--- config.mk ---
export PLATFORM = sky130hd
export DESIGN_NAME = decel_limited_velocity_profile_unit_flat
export DESIGN_NICKNAME = d
export VERILOG_FILES = /design/src/hdl/dlvp_pkg.sv /design/src/hdl/dlvp_req_if.sv /design/src/hdl/dlvp_rsp_if.sv /design/src/hdl/decel_limited_velocity_profile_unit.sv /design/src/hdl/dlvp_root.sv /design/src/hdl/dlvp_core.sv /design/src/flat_wrapper.sv
export SDC_FILE = /design/constraint.sdc
export NUM_CORES = 2
export LEC_CHECK = 0
export BUFFER_PORTS_ARGS = -buffer_cell sky130_fd_sc_hd__buf_2
export CAP_MARGIN = 5
export CORE_MARGIN = 1
export CORE_UTILIZATION = 55
export CTS_BUF_LIST = sky130_fd_sc_hd__clkbuf_8
export CTS_CLUSTER_DIAMETER = 200
export DETAILED_ROUTE_END_ITERATION = 12
export PLACE_DENSITY = 0.78
export SLEW_MARGIN = 20
export SYNTH_ARGS = -nofsm -noshare
export SYNTH_HDL_FRONTEND = slang
export SYNTH_HIERARCHICAL = 1
export SYNTH_SLANG_ARGS = --single-unit
--- constraint.sdc ---
create_clock -name clock -period 10.9 [get_ports clock]
set_input_delay 1.09 -clock clock [delete_from_list [all_inputs] [get_ports clock]]
set_output_delay 1.09 -clock clock [all_outputs]
set_load 0.03 [all_outputs]
--- src/hdl/dlvp_pkg.sv ---
package dlvp_pkg;

   localparam int VEL_W      = 16;
   localparam int PV_W       = 17;
   localparam int DEC_W      = 16;
   localparam int DIST_W     = 24;
   localparam int MUL_W      = 24;
   localparam int PROD_W     = 2 * MUL_W;
   localparam int ROOT_IN_W  = 50;
   localparam int ROOT_W     = ROOT_IN_W / 2;
   localparam int REM_W      = ROOT_W + 2;
   localparam int ROOT_STEPS = ROOT_W;
   localparam int STEP_CNT_W = $clog2(ROOT_STEPS);

   localparam logic [DIST_W-1:0] DIST_MAX  = {DIST_W{1'b1}};
   localparam logic [DEC_W-1:0]  DEC_RESET = 16'd1000;

   typedef struct packed {
      logic                   new_velocity_sign;
      logic [PV_W-2:0]        new_velocity_mag;
      logic                   reached_target;
      logic                   last_out;
   } res_type;

   typedef struct packed {
      logic                 start;
      logic [ROOT_IN_W-1:0] radicand;
   } root_req_type;

   typedef struct packed {
      logic              done;
      logic [ROOT_W-1:0] root;
   } root_rsp_type;

endpackage

--- src/hdl/dlvp_req_if.sv ---
interface dlvp_req_if import dlvp_pkg::*; #(
   parameter int POS_WIDTH = 32
) ();
   logic                        valid;
   logic                        ready;
   logic                        first;
   logic [VEL_W-1:0]            start_velocity;
   logic [VEL_W-1:0]            target_velocity;
   logic signed [POS_WIDTH-1:0] pos_x;
   logic signed [POS_WIDTH-1:0] pos_y;
   logic signed [PV_W-1:0]      point_velocity;
   logic                        last;

   modport source (
      output valid, first, start_velocity, target_velocity, pos_x, pos_y,
             point_velocity, last,
      input  ready
   );

   modport sink (
      input  valid, first, start_velocity, target_velocity, pos_x, pos_y,
             point_velocity, last,
      output ready
   );
endinterface

--- src/hdl/dlvp_rsp_if.sv ---
interface dlvp_rsp_if import dlvp_pkg::*; ();
   logic                   valid;
   logic                   ready;
   logic signed [PV_W-1:0] new_velocity;
   logic                   reached_target;
   logic                   last_out;

   modport source (
      output valid, new_velocity, reached_target, last_out,
      input  ready
   );

   modport sink (
      input  valid, new_velocity, reached_target, last_out,
      output ready
   );
endinterface

--- src/hdl/decel_limited_velocity_profile_unit.sv ---
// constant-deceleration velocity limiter for trajectory points
//
// req_ch carries one trajectory point per beat. a point with first set loads
// the start (limit) and target (floor) velocities; every later point lowers
// the limit to max(floor, isqrt(limit^2 - 2*decel*dist)) where dist is the
// planar step from the previous point, saturated at 2^24-1 mm.
// rsp_ch returns one beat per point: the point velocity capped at the limit
// (unchanged on a last point), a flag on the first point reaching the floor,
// and a copy of last.
// csr_wr_en/csr_wr_data write the deceleration limit; write only while idle.
// a first point goes from acceptance straight to the done state and on into the
// output register; a later point runs abs-diff, multiply and compare steps
// and at most two 25-step passes of the shared square-root unit (the first
// root is skipped when the step distance saturates).
// req_ch.ready is high only between points, so one point is in work at a time;
// the result sits in an output register, so the next point is taken while a
// stalled rsp_ch beat waits; the finished point holds until that slot frees.
// reset clears limit, floor, previous position and the end marker to zero
// and sets the deceleration register to 1000 mm/s^2.
module decel_limited_velocity_profile_unit import dlvp_pkg::*; #(
   parameter int POS_WIDTH = 32
) (
   input  logic              clock,
   input  logic              reset,
   input  logic              csr_wr_en,
   input  logic [DEC_W-1:0]  csr_wr_data,
   dlvp_req_if.sink          req_ch,
   dlvp_rsp_if.source        rsp_ch
);

   // configuration register
   logic [DEC_W-1:0] max_decel_ff;

   // output slot
   logic                   rsp_valid_ff;
   logic signed [PV_W-1:0] rsp_vel_ff;
   logic                   rsp_reached_ff;
   logic                   rsp_last_ff;

   logic    out_free;
   logic    res_valid;
   res_type res;

   // slot is free when empty or being drained this cycle
   assign out_free = !rsp_valid_ff || rsp_ch.ready;

   dlvp_core #(
      .POS_WIDTH (POS_WIDTH)
   ) u_core (
      .clock              (clock),
      .reset              (reset),
      .in_valid           (req_ch.valid),
      .in_ready           (req_ch.ready),
      .in_first           (req_ch.first),
      .in_start_velocity  (req_ch.start_velocity),
      .in_target_velocity (req_ch.target_velocity),
      .in_pos_x           (req_ch.pos_x),
      .in_pos_y           (req_ch.pos_y),
      .in_point_velocity  (req_ch.point_velocity),
      .in_last            (req_ch.last),
      .max_decel          (max_decel_ff),
      .out_free           (out_free),
      .res_valid          (res_valid),
      .res                (res)
   );

   always_ff @(posedge clock) begin
      if (reset) begin
         max_decel_ff <= DEC_RESET;
      end else if (csr_wr_en) begin
         max_decel_ff <= csr_wr_data;
      end
   end

   always_ff @(posedge clock) begin
      if (reset) begin
         rsp_valid_ff <= 1'b0;
      end else if (res_valid) begin
         rsp_valid_ff <= 1'b1;
      end else if (rsp_ch.ready) begin
         rsp_valid_ff <= 1'b0;
      end
      if (res_valid) begin
         rsp_vel_ff     <= {res.new_velocity_sign, res.new_velocity_mag};
         rsp_reached_ff <= res.reached_target;
         rsp_last_ff    <= res.last_out;
      end
   end

   assign rsp_ch.valid          = rsp_valid_ff;
   assign rsp_ch.new_velocity   = rsp_vel_ff;
   assign rsp_ch.reached_target = rsp_reached_ff;
   assign rsp_ch.last_out       = rsp_last_ff;

   // a finished point must never overwrite a beat still waiting
   a_no_overwrite: assert property (@(posedge clock) disable iff (reset)
      (rsp_valid_ff && !rsp_ch.ready) |-> !res_valid)
      else $error("result dropped on stalled output");

   // a stalled beat stays offered
   a_rsp_held: assert property (@(posedge clock) disable iff (reset)
      (rsp_ch.valid && !rsp_ch.ready) |=> rsp_ch.valid)
      else $error("stalled beat withdrawn");

   // and its payload does not move
   a_rsp_stable: assert property (@(posedge clock) disable iff (reset)
      (rsp_ch.valid && !rsp_ch.ready) |=>
         $stable({rsp_ch.new_velocity, rsp_ch.reached_target, rsp_ch.last_out}))
      else $error("stalled beat payload changed");

endmodule

--- src/hdl/dlvp_root.sv ---
// digit-by-digit integer square root, two radicand bits per cycle
module dlvp_root import dlvp_pkg::*; (
   input  logic         clock,
   input  logic         reset,
   input  root_req_type req,
   output root_rsp_type rsp
);

   logic [ROOT_IN_W-1:0]  rad_ff, rad_in;
   logic [REM_W-1:0]      rem_ff, rem_in;
   logic [ROOT_W-1:0]     root_ff, root_in;
   logic [STEP_CNT_W-1:0] cnt_ff, cnt_in;
   logic                  busy_ff, busy_in;
   logic                  done_ff, done_in;

   logic [REM_W-1:0] rem_sh;
   logic [REM_W-1:0] trial;
   logic             fits;

   assign rem_sh = {rem_ff[REM_W-3:0], rad_ff[ROOT_IN_W-1 -: 2]};
   assign trial  = {root_ff, 2'b01};
   assign fits   = (rem_sh >= trial);

   always_comb begin
      rad_in  = rad_ff;
      rem_in  = rem_ff;
      root_in = root_ff;
      cnt_in  = cnt_ff;
      busy_in = busy_ff;
      done_in = 1'b0;
      if (req.start) begin
         rad_in  = req.radicand;
         rem_in  = '0;
         root_in = '0;
         cnt_in  = '0;
         busy_in = 1'b1;
      end else if (busy_ff) begin
         rad_in  = {rad_ff[ROOT_IN_W-3:0], 2'b00};
         rem_in  = fits ? (rem_sh - trial) : rem_sh;
         root_in = {root_ff[ROOT_W-2:0], fits};
         cnt_in  = cnt_ff + 1'b1;
         if (cnt_ff == STEP_CNT_W'(ROOT_STEPS - 1)) begin
            busy_in = 1'b0;
            done_in = 1'b1;
         end
      end
   end

   always_ff @(posedge clock) begin
      if (reset) begin
         busy_ff <= 1'b0;
         done_ff <= 1'b0;
         cnt_ff  <= '0;
      end else begin
         busy_ff <= busy_in;
         done_ff <= done_in;
         cnt_ff  <= cnt_in;
      end
      rad_ff  <= rad_in;
      rem_ff  <= rem_in;
      root_ff <= root_in;
   end

   assign rsp.done = done_ff;
   assign rsp.root = root_ff;

   a_start_when_idle: assert property (@(posedge clock) disable iff (reset)
      req.start |-> !busy_ff)
      else $error("root start while busy");

   a_done_ends_run: assert property (@(posedge clock) disable iff (reset)
      (busy_ff && !busy_in) |=> done_ff)
      else $error("root run ended without done");

   a_done_single: assert property (@(posedge clock) disable iff (reset)
      done_ff |=> !done_ff)
      else $error("root done held longer than one cycle");

endmodule

--- src/hdl/dlvp_core.sv ---
// sequencer and shared datapath: abs-diff, 24x24 multiplier, root unit
module dlvp_core import dlvp_pkg::*; #(
   parameter int POS_WIDTH = 32
) (
   input  logic                        clock,
   input  logic                        reset,
   input  logic                        in_valid,
   output logic                        in_ready,
   input  logic                        in_first,
   input  logic [VEL_W-1:0]            in_start_velocity,
   input  logic [VEL_W-1:0]            in_target_velocity,
   input  logic signed [POS_WIDTH-1:0] in_pos_x,
   input  logic signed [POS_WIDTH-1:0] in_pos_y,
   input  logic signed [PV_W-1:0]      in_point_velocity,
   input  logic                        in_last,
   input  logic [DEC_W-1:0]            max_decel,
   input  logic                        out_free,
   output logic                        res_valid,
   output res_type                     res
);

   localparam logic [3:0] S_IDLE  = 4'd0;
   localparam logic [3:0] S_DX    = 4'd1;
   localparam logic [3:0] S_DY    = 4'd2;
   localparam logic [3:0] S_SQY   = 4'd3;
   localparam logic [3:0] S_ADD   = 4'd4;
   localparam logic [3:0] S_ROOT1 = 4'd5;
   localparam logic [3:0] S_DEC   = 4'd6;
   localparam logic [3:0] S_VSQ   = 4'd7;
   localparam logic [3:0] S_CMP   = 4'd8;
   localparam logic [3:0] S_ROOT2 = 4'd9;
   localparam logic [3:0] S_DONE  = 4'd10;

   localparam int DIFF_W = POS_WIDTH + 1;
   localparam int MAG_W  = (DIFF_W > DIST_W + 1) ? DIFF_W : DIST_W + 1;

   logic [3:0] state_ff, state_in;

   // latched beat
   logic                        first_ff, last_ff;
   logic [VEL_W-1:0]            start_ff, target_ff;
   logic signed [POS_WIDTH-1:0] x_ff, y_ff;
   logic signed [PV_W-1:0]      pv_ff;

   // profile state
   logic [VEL_W-1:0]            limit_ff, limit_in;
   logic [VEL_W-1:0]            floor_ff, floor_in;
   logic signed [POS_WIDTH-1:0] prev_x_ff, prev_x_in;
   logic signed [POS_WIDTH-1:0] prev_y_ff, prev_y_in;
   logic                        end_found_ff, end_found_in;

   // working registers
   logic [DIST_W-1:0]    d_ff, d_in;
   logic                 sat_ff, sat_in;
   logic [PROD_W-1:0]    prod_ff, prod_in;
   logic [ROOT_IN_W-2:0] acc_ff, acc_in;
   logic [VEL_W-1:0]     nl_ff, nl_in;

   root_req_type root_req;
   root_rsp_type root_rsp;

   // shared abs-diff unit
   logic signed [POS_WIDTH-1:0] ad_a, ad_b;
   logic signed [DIFF_W-1:0]    ad_diff;
   logic [DIFF_W-1:0]           ad_mag;
   logic [MAG_W-1:0]            ad_ext;
   logic                        ad_over;

   // shared multiplier
   logic [MUL_W-1:0]  mul_a, mul_b;
   logic [PROD_W-1:0] mul_p;

   logic [ROOT_IN_W-1:0] sum_sq, v_diff;
   logic [VEL_W-1:0]     lim_new;
   logic signed [PV_W-1:0] lim_s;
   logic                 reach_new;

   dlvp_root u_root (
      .clock (clock),
      .reset (reset),
      .req   (root_req),
      .rsp   (root_rsp)
   );

   assign ad_a    = (state_ff == S_DY) ? y_ff : x_ff;
   assign ad_b    = (state_ff == S_DY) ? prev_y_ff : prev_x_ff;
   assign ad_diff = DIFF_W'(ad_a) - DIFF_W'(ad_b);
   assign ad_mag  = ad_diff[DIFF_W-1] ? DIFF_W'(-ad_diff) : DIFF_W'(ad_diff);
   assign ad_ext  = MAG_W'(ad_mag);
   assign ad_over = ad_ext > MAG_W'(DIST_MAX);

   always_comb begin
      mul_a = d_ff;
      mul_b = d_ff;
      unique case (state_ff)
         S_DEC: begin
            mul_a = MUL_W'(max_decel);
         end
         S_VSQ: begin
            mul_a = MUL_W'(limit_ff);
            mul_b = MUL_W'(limit_ff);
         end
         default: begin
            mul_a = d_ff;
         end
      endcase
   end

   assign mul_p = mul_a * mul_b;

   assign sum_sq = {1'b0, acc_ff} + ROOT_IN_W'(prod_ff);
   assign v_diff = ROOT_IN_W'(prod_ff) - {1'b0, acc_ff};

   // limit and reached flag for the beat being finished
   always_comb begin
      if (first_ff) begin
         lim_new   = start_ff;
         reach_new = 1'b0;
      end else begin
         lim_new   = (nl_ff < floor_ff) ? floor_ff : nl_ff;
         reach_new = !end_found_ff && (lim_new <= floor_ff);
      end
   end

   assign lim_s = signed'({1'b0, lim_new});

   always_comb begin
      state_in     = state_ff;
      limit_in     = limit_ff;
      floor_in     = floor_ff;
      prev_x_in    = prev_x_ff;
      prev_y_in    = prev_y_ff;
      end_found_in = end_found_ff;
      d_in         = d_ff;
      sat_in       = sat_ff;
      prod_in      = prod_ff;
      acc_in       = acc_ff;
      nl_in        = nl_ff;
      root_req     = '{start: 1'b0, radicand: sum_sq};
      res_valid    = 1'b0;
      unique case (state_ff)
         S_IDLE: begin
            if (in_valid) begin
               state_in = in_first ? S_DONE : S_DX;
            end
         end
         S_DX: begin
            d_in     = ad_ext[DIST_W-1:0];
            sat_in   = ad_over;
            state_in = S_DY;
         end
         S_DY: begin
            prod_in  = mul_p;
            d_in     = ad_ext[DIST_W-1:0];
            sat_in   = sat_ff | ad_over;
            state_in = S_SQY;
         end
         S_SQY: begin
            acc_in   = (ROOT_IN_W-1)'(prod_ff);
            prod_in  = mul_p;
            state_in = S_ADD;
         end
         S_ADD: begin
            if (sat_ff) begin
               d_in     = DIST_MAX;
               state_in = S_DEC;
            end else begin
               root_req = '{start: 1'b1, radicand: sum_sq};
               state_in = S_ROOT1;
            end
         end
         S_ROOT1: begin
            if (root_rsp.done) begin
               d_in     = root_rsp.root[ROOT_W-1] ? DIST_MAX : root_rsp.root[DIST_W-1:0];
               state_in = S_DEC;
            end
         end
         S_DEC: begin
            prod_in  = mul_p;
            state_in = S_VSQ;
         end
         S_VSQ: begin
            acc_in   = {prod_ff, 1'b0};
            prod_in  = mul_p;
            state_in = S_CMP;
         end
         S_CMP: begin
            if (v_diff[ROOT_IN_W-1]) begin
               nl_in    = '0;
               state_in = S_DONE;
            end else begin
               root_req = '{start: 1'b1, radicand: v_diff};
               state_in = S_ROOT2;
            end
         end
         S_ROOT2: begin
            if (root_rsp.done) begin
               nl_in    = root_rsp.root[VEL_W-1:0];
               state_in = S_DONE;
            end
         end
         S_DONE: begin
            if (out_free) begin
               res_valid    = 1'b1;
               limit_in     = lim_new;
               floor_in     = first_ff ? target_ff : floor_ff;
               end_found_in = first_ff ? 1'b0 : (end_found_ff | reach_new);
               prev_x_in    = x_ff;
               prev_y_in    = y_ff;
               state_in     = S_IDLE;
            end
         end
         default: begin
            state_in = S_IDLE;
         end
      endcase
   end

   always_comb begin
      logic signed [PV_W-1:0] nv;
      nv = (!last_ff && (lim_s < pv_ff)) ? lim_s : pv_ff;
      res.new_velocity_sign = nv[PV_W-1];
      res.new_velocity_mag  = nv[PV_W-2:0];
      res.reached_target    = reach_new;
      res.last_out          = last_ff;
   end

   assign in_ready = (state_ff == S_IDLE);

   always_ff @(posedge clock) begin
      if (reset) begin
         state_ff     <= S_IDLE;
         limit_ff     <= '0;
         floor_ff     <= '0;
         prev_x_ff    <= '0;
         prev_y_ff    <= '0;
         end_found_ff <= 1'b0;
      end else begin
         state_ff     <= state_in;
         limit_ff     <= limit_in;
         floor_ff     <= floor_in;
         prev_x_ff    <= prev_x_in;
         prev_y_ff    <= prev_y_in;
         end_found_ff <= end_found_in;
      end
      if (in_valid && in_ready) begin
         first_ff  <= in_first;
         last_ff   <= in_last;
         start_ff  <= in_start_velocity;
         target_ff <= in_target_velocity;
         x_ff      <= in_pos_x;
         y_ff      <= in_pos_y;
         pv_ff     <= in_point_velocity;
      end
      d_ff    <= d_in;
      sat_ff  <= sat_in;
      prod_ff <= prod_in;
      acc_ff  <= acc_in;
      nl_ff   <= nl_in;
   end

   a_first_goes_done: assert property (@(posedge clock) disable iff (reset)
      (in_valid && in_ready && in_first) |=> (state_ff == S_DONE))
      else $error("first beat did not go straight to done");

   a_limit_above_floor: assert property (@(posedge clock) disable iff (reset)
      (res_valid && !first_ff) |=> (limit_ff >= floor_ff))
      else $error("limit fell below floor");

   a_flag_sets_end: assert property (@(posedge clock) disable iff (reset)
      (res_valid && res.reached_target) |=> end_found_ff)
      else $error("reached flag without end marker");

endmodule

--- src/flat_wrapper.sv ---
// flat-port wrapper written by rule: the top's interface ports become plain ports
module decel_limited_velocity_profile_unit_flat import dlvp_pkg::*;
#(
   parameter int POS_WIDTH = 32
)
  (clock, reset, csr_wr_en, csr_wr_data, req_ch_valid, req_ch_first, req_ch_start_velocity, req_ch_target_velocity, req_ch_pos_x, req_ch_pos_y, req_ch_point_velocity, req_ch_last, req_ch_ready, rsp_ch_valid, rsp_ch_new_velocity, rsp_ch_reached_target, rsp_ch_last_out, rsp_ch_ready);
  dlvp_req_if #(.POS_WIDTH(POS_WIDTH)) req_ch_i ();
  dlvp_rsp_if rsp_ch_i ();
  input  logic clock;
  input  logic reset;
  input  logic csr_wr_en;
  input  logic [DEC_W-1:0] csr_wr_data;
  input wire logic [$bits(req_ch_i.valid)-1:0] req_ch_valid;
  input wire logic [$bits(req_ch_i.first)-1:0] req_ch_first;
  input wire logic [$bits(req_ch_i.start_velocity)-1:0] req_ch_start_velocity;
  input wire logic [$bits(req_ch_i.target_velocity)-1:0] req_ch_target_velocity;
  input wire logic [$bits(req_ch_i.pos_x)-1:0] req_ch_pos_x;
  input wire logic [$bits(req_ch_i.pos_y)-1:0] req_ch_pos_y;
  input wire logic [$bits(req_ch_i.point_velocity)-1:0] req_ch_point_velocity;
  input wire logic [$bits(req_ch_i.last)-1:0] req_ch_last;
  output wire logic [$bits(req_ch_i.ready)-1:0] req_ch_ready;
  output wire logic [$bits(rsp_ch_i.valid)-1:0] rsp_ch_valid;
  output wire logic [$bits(rsp_ch_i.new_velocity)-1:0] rsp_ch_new_velocity;
  output wire logic [$bits(rsp_ch_i.reached_target)-1:0] rsp_ch_reached_target;
  output wire logic [$bits(rsp_ch_i.last_out)-1:0] rsp_ch_last_out;
  input wire logic [$bits(rsp_ch_i.ready)-1:0] rsp_ch_ready;
  assign req_ch_i.valid = req_ch_valid;
  assign req_ch_i.first = req_ch_first;
  assign req_ch_i.start_velocity = req_ch_start_velocity;
  assign req_ch_i.target_velocity = req_ch_target_velocity;
  assign req_ch_i.pos_x = req_ch_pos_x;
  assign req_ch_i.pos_y = req_ch_pos_y;
  assign req_ch_i.point_velocity = req_ch_point_velocity;
  assign req_ch_i.last = req_ch_last;
  assign req_ch_ready = req_ch_i.ready;
  assign rsp_ch_valid = rsp_ch_i.valid;
  assign rsp_ch_new_velocity = rsp_ch_i.new_velocity;
  assign rsp_ch_reached_target = rsp_ch_i.reached_target;
  assign rsp_ch_last_out = rsp_ch_i.last_out;
  assign rsp_ch_i.ready = rsp_ch_ready;
  decel_limited_velocity_profile_unit #(.POS_WIDTH(POS_WIDTH)) u_core (.clock(clock), .reset(reset), .csr_wr_en(csr_wr_en), .csr_wr_data(csr_wr_data), .req_ch(req_ch_i), .rsp_ch(rsp_ch_i));
endmodule
==> reports/metrics.yaml <==
status:
  outcome: "finished clean"
placement:
  place_congestion: 1.05
  dp_hpwl_um: 104000
  port_buffers: 156
clocking:
  insertion_delay_ns: 0.76
  htree_levels: 3
  cts_tree: "built"
  clk_pin_slew_ns: 0.07
  cts_made_buffers: 84
  postCtsSetupRepairBufs: 0
  hold_buffers: 0
  cts.sinks: 497
  cts_buffer_depth: 3
  root_buffer: "clkbuf_8"
  cts_resized: 0
critical_path:
  worst_setup_path_start_kind: "register"
  criticalPathCategory: "reg2reg"
  cp_slowest_cell: "mux2i_2"
  max_stage_delay_ns: 0.97
  cpMostUsedCell: "fa_1"
  crit_fanout: 40
  critPathCaptureType: "register"
  worst_ep_arrival_time_ns: 10.37
  cp.buffers_inverters: 5
  required_ns: 11.37
  path_delay_family: "adder cells"
  r2r-start: "u_core/u_core/state_ff[2]"
  worstSetupStartpoint: "u_core/u_core/state_ff[2]"
floorplanning:
  rows: 108
  io_pins: 157
  start_util_pct: 55.7
  die-width_um: 299
  dieArea_um2: 89300
  coreArea_um2: 87000
  fp.dieH_um: 299
route:
  drtIter0Drc: 3653
  wirelength_um: 133000
  routedWlPerCell_um: 20.5
  viasPerCell: 5.82
  ant_nets: 0
  vias: 37700
  drc: 0
  firstDrtPassIters: 6
global_routing:
  grt_first_pass_wirelength_um: 210000
  overflow: 0
  track_usage_pct: 29.9
  antenna_found_initial: 2
  grt_pass1_vias: 37800
  grt_max_degree: 81
worst_hold_path:
  hp-start: "u_core/u_core/prev_y_ff[20]"
  hold_class: "reg2reg"
timing:
  maxSlewHeadroom_pct: 24.7
  rsz0062_at_grt: "false"
  max_freq_mhz: 101
  report.final.hold_viol_count: 0
  tightestPinTransition_ns: 1.12
  fin_setup_tns_ns: 0
  period_minus_slack_ns: 9.90
  setup_violations: 0
  final_max_slew_viol_count: 0
  final.period_utilization_pct: 90.8
  finClkSkew_ns: 0.0496
cells_and_area:
  layout_commonest_cell: "inv_1"
  nets: 6251
  seqCellArea_um2: 13200
  multi_input_area_um2: 31500
  layout-drive-gt1-share_pct: 10.8
  fillCellCount: 7481
  syn_to_final_growth_pct: 6.96
  final_cell_mix: "inv_1 (773), nand2_1 (599), nor2_1 (508)"
synthesis:
  synthesis.area_um2: 48500
  synth_compound_area_share_pct: 11.7
  ys_seq_area_share_pct: 27.2
  synth-main-ff-cell: "edfxtp_1"
  synth_edf_count: 322
  synth_top_family_by_area: "adder cells"
  synth_xor_area_share_pct: 2.94
  synthesis.nets: 6196
  yosys_register_bits: 497
  synthMuxAreaShare_pct: 7.04
  avgSynthCellArea_um2: 9.33
  synthSimpleGateAreaFrac_pct: 13.5
  ys_async_sr_fraction_pct: 0
  synthCells: 5197
  synthAdderAreaFrac_pct: 29.8
  yosys_warnings: 6
  ys_types: 104
run:
  drv_cap: 0
## worst reg2reg max path: stages, from the launching register on
cell and delay [ns]:
dfxtp_1 0.74, nand3_4 0.66, mux2i_2 1.00, buf_4 0.36, nor2_1 0.09, fa_1 0.55
inv_1 0.05, fa_1 0.52, inv_1 0.06, fa_1 0.47, fa_1 0.47, fa_1 0.50
fa_1 0.56, inv_1 0.05, fa_1 0.47, inv_1 0.05, ha_1 0.39, o2111a_1 0.21
a22oi_1 0.14, o21ai_0 0.57, a31oi_1 0.28, o41ai_1 0.46, a21oi_1 0.19, or4_1 0.44
a31oi_1 0.15, nor2_1 0.07, xnor2_1 0.12
## final timing paths
kind	to	slack, ns	cells after the start
worst min register to register	u_core/u_core/prev_y_ff[20]	0.45	2
worst max register to register	u_core/u_core/prod_ff[45]	1.00	26
worst min-delay path	u_core/u_core/prev_y_ff[20]	0.45	2
worst max-delay path	u_core/u_core/prod_ff[45]	1.00	26
## synthesized netlist by cell type, drive strengths merged (14+ instances only)
| library cell | n | area, um2 |
|---|---|---|
| a21o | 79 | 608 |
| and2 | 46 | 288 |
| a211oi | 46 | 355 |
| edfxtp | 322 | 9670 |
| o31ai | 19 | 143 |
| nand4 | 32 | 200 |
| buf | 45 | 272 |
| a211o | 14 | 123 |
| mux2i | 124 | 1240 |
| o21bai | 36 | 270 |
| fa | 485 | 9710 |
| clkbuf | 201 | 754 |
| and3 | 21 | 131 |
| xor2 | 47 | 412 |
| o21a | 50 | 375 |
| a31oi | 28 | 190 |
| o21ai | 137 | 689 |
| nor3 | 51 | 272 |
| ha | 378 | 4730 |
| nand2b | 36 | 225 |
| nand2 | 601 | 2260 |
| mux2 | 193 | 2170 |
| nor4 | 19 | 168 |
| nor2b | 37 | 231 |
| o211ai | 28 | 215 |
| a21oi | 336 | 1690 |
| inv | 745 | 2800 |
| xnor2 | 115 | 1010 |
| dfxtp | 175 | 3500 |
| nand3 | 70 | 363 |
| nor2 | 509 | 1910 |
## state kept, by name, summed over array words and instances, names as in the netlist, 24 cells and up
name,count
u_core/u_core/acc_ff,49
u_core/u_core/d_ff,24
u_core/u_core/prev_x_ff,32
u_core/u_core/prev_y_ff,32
u_core/u_core/prod_ff,48
u_core/u_core/u_root/rad_ff,50
u_core/u_core/u_root/rem_ff,25
u_core/u_core/u_root/root_ff,25
u_core/u_core/x_ff,32
u_core/u_core/y_ff,32
## stage by stage
step                      cells  area, um2  utilization, %  setup WS (ns)  hold WS (ns)
after floorplan            5197      48500               -           1.55         0.433
after global placement     6321      50200            57.7           1.41         0.439
after detailed placement   6321      50200            57.7           1.17         0.446
after CTS                  6476      51800            59.6           1.14         0.447
after global routing       6478      51800            59.6          0.488         0.473
final                      6479      51900            59.6           1.00         0.452
## cell families (layout without fill, tap and decap cells)
group                    after synthesis  in the layout
AND/OR/NAND/NOR                     1483           1483
buffers and inverters                995           1119
AO/OA/AOI/OAI                        880            880
adder cells (fa/ha/maj)              863            863
flip-flops                           497            497
multiplexers                         317            317
XOR/XNOR                             162            162
other                                  0              3
## routing by layer
metal / global-route usage (%) / part of all wire (%)
met1: 40.0 / 41
met2: 45.7 / 44
met3: 9.10 / 11
met4: 11.2 / 4.0
met5: 1.16 / 0.11
## area by class of cell
type                    instances  share of cell area (%)
multi-input cells            3705                    60.8
flip-flops and latches        497                    25.4
inverters                     749                    5.43
well taps                    1155                    2.79
repair buffers                215                    2.36
clock buffers                  88                    2.34
clock inverters                67                   0.833
diodes                          3                  0.0145
Power is not shown: default switching activity piles up to over one toggle a cycle in this logic, so the estimate is an artifact.
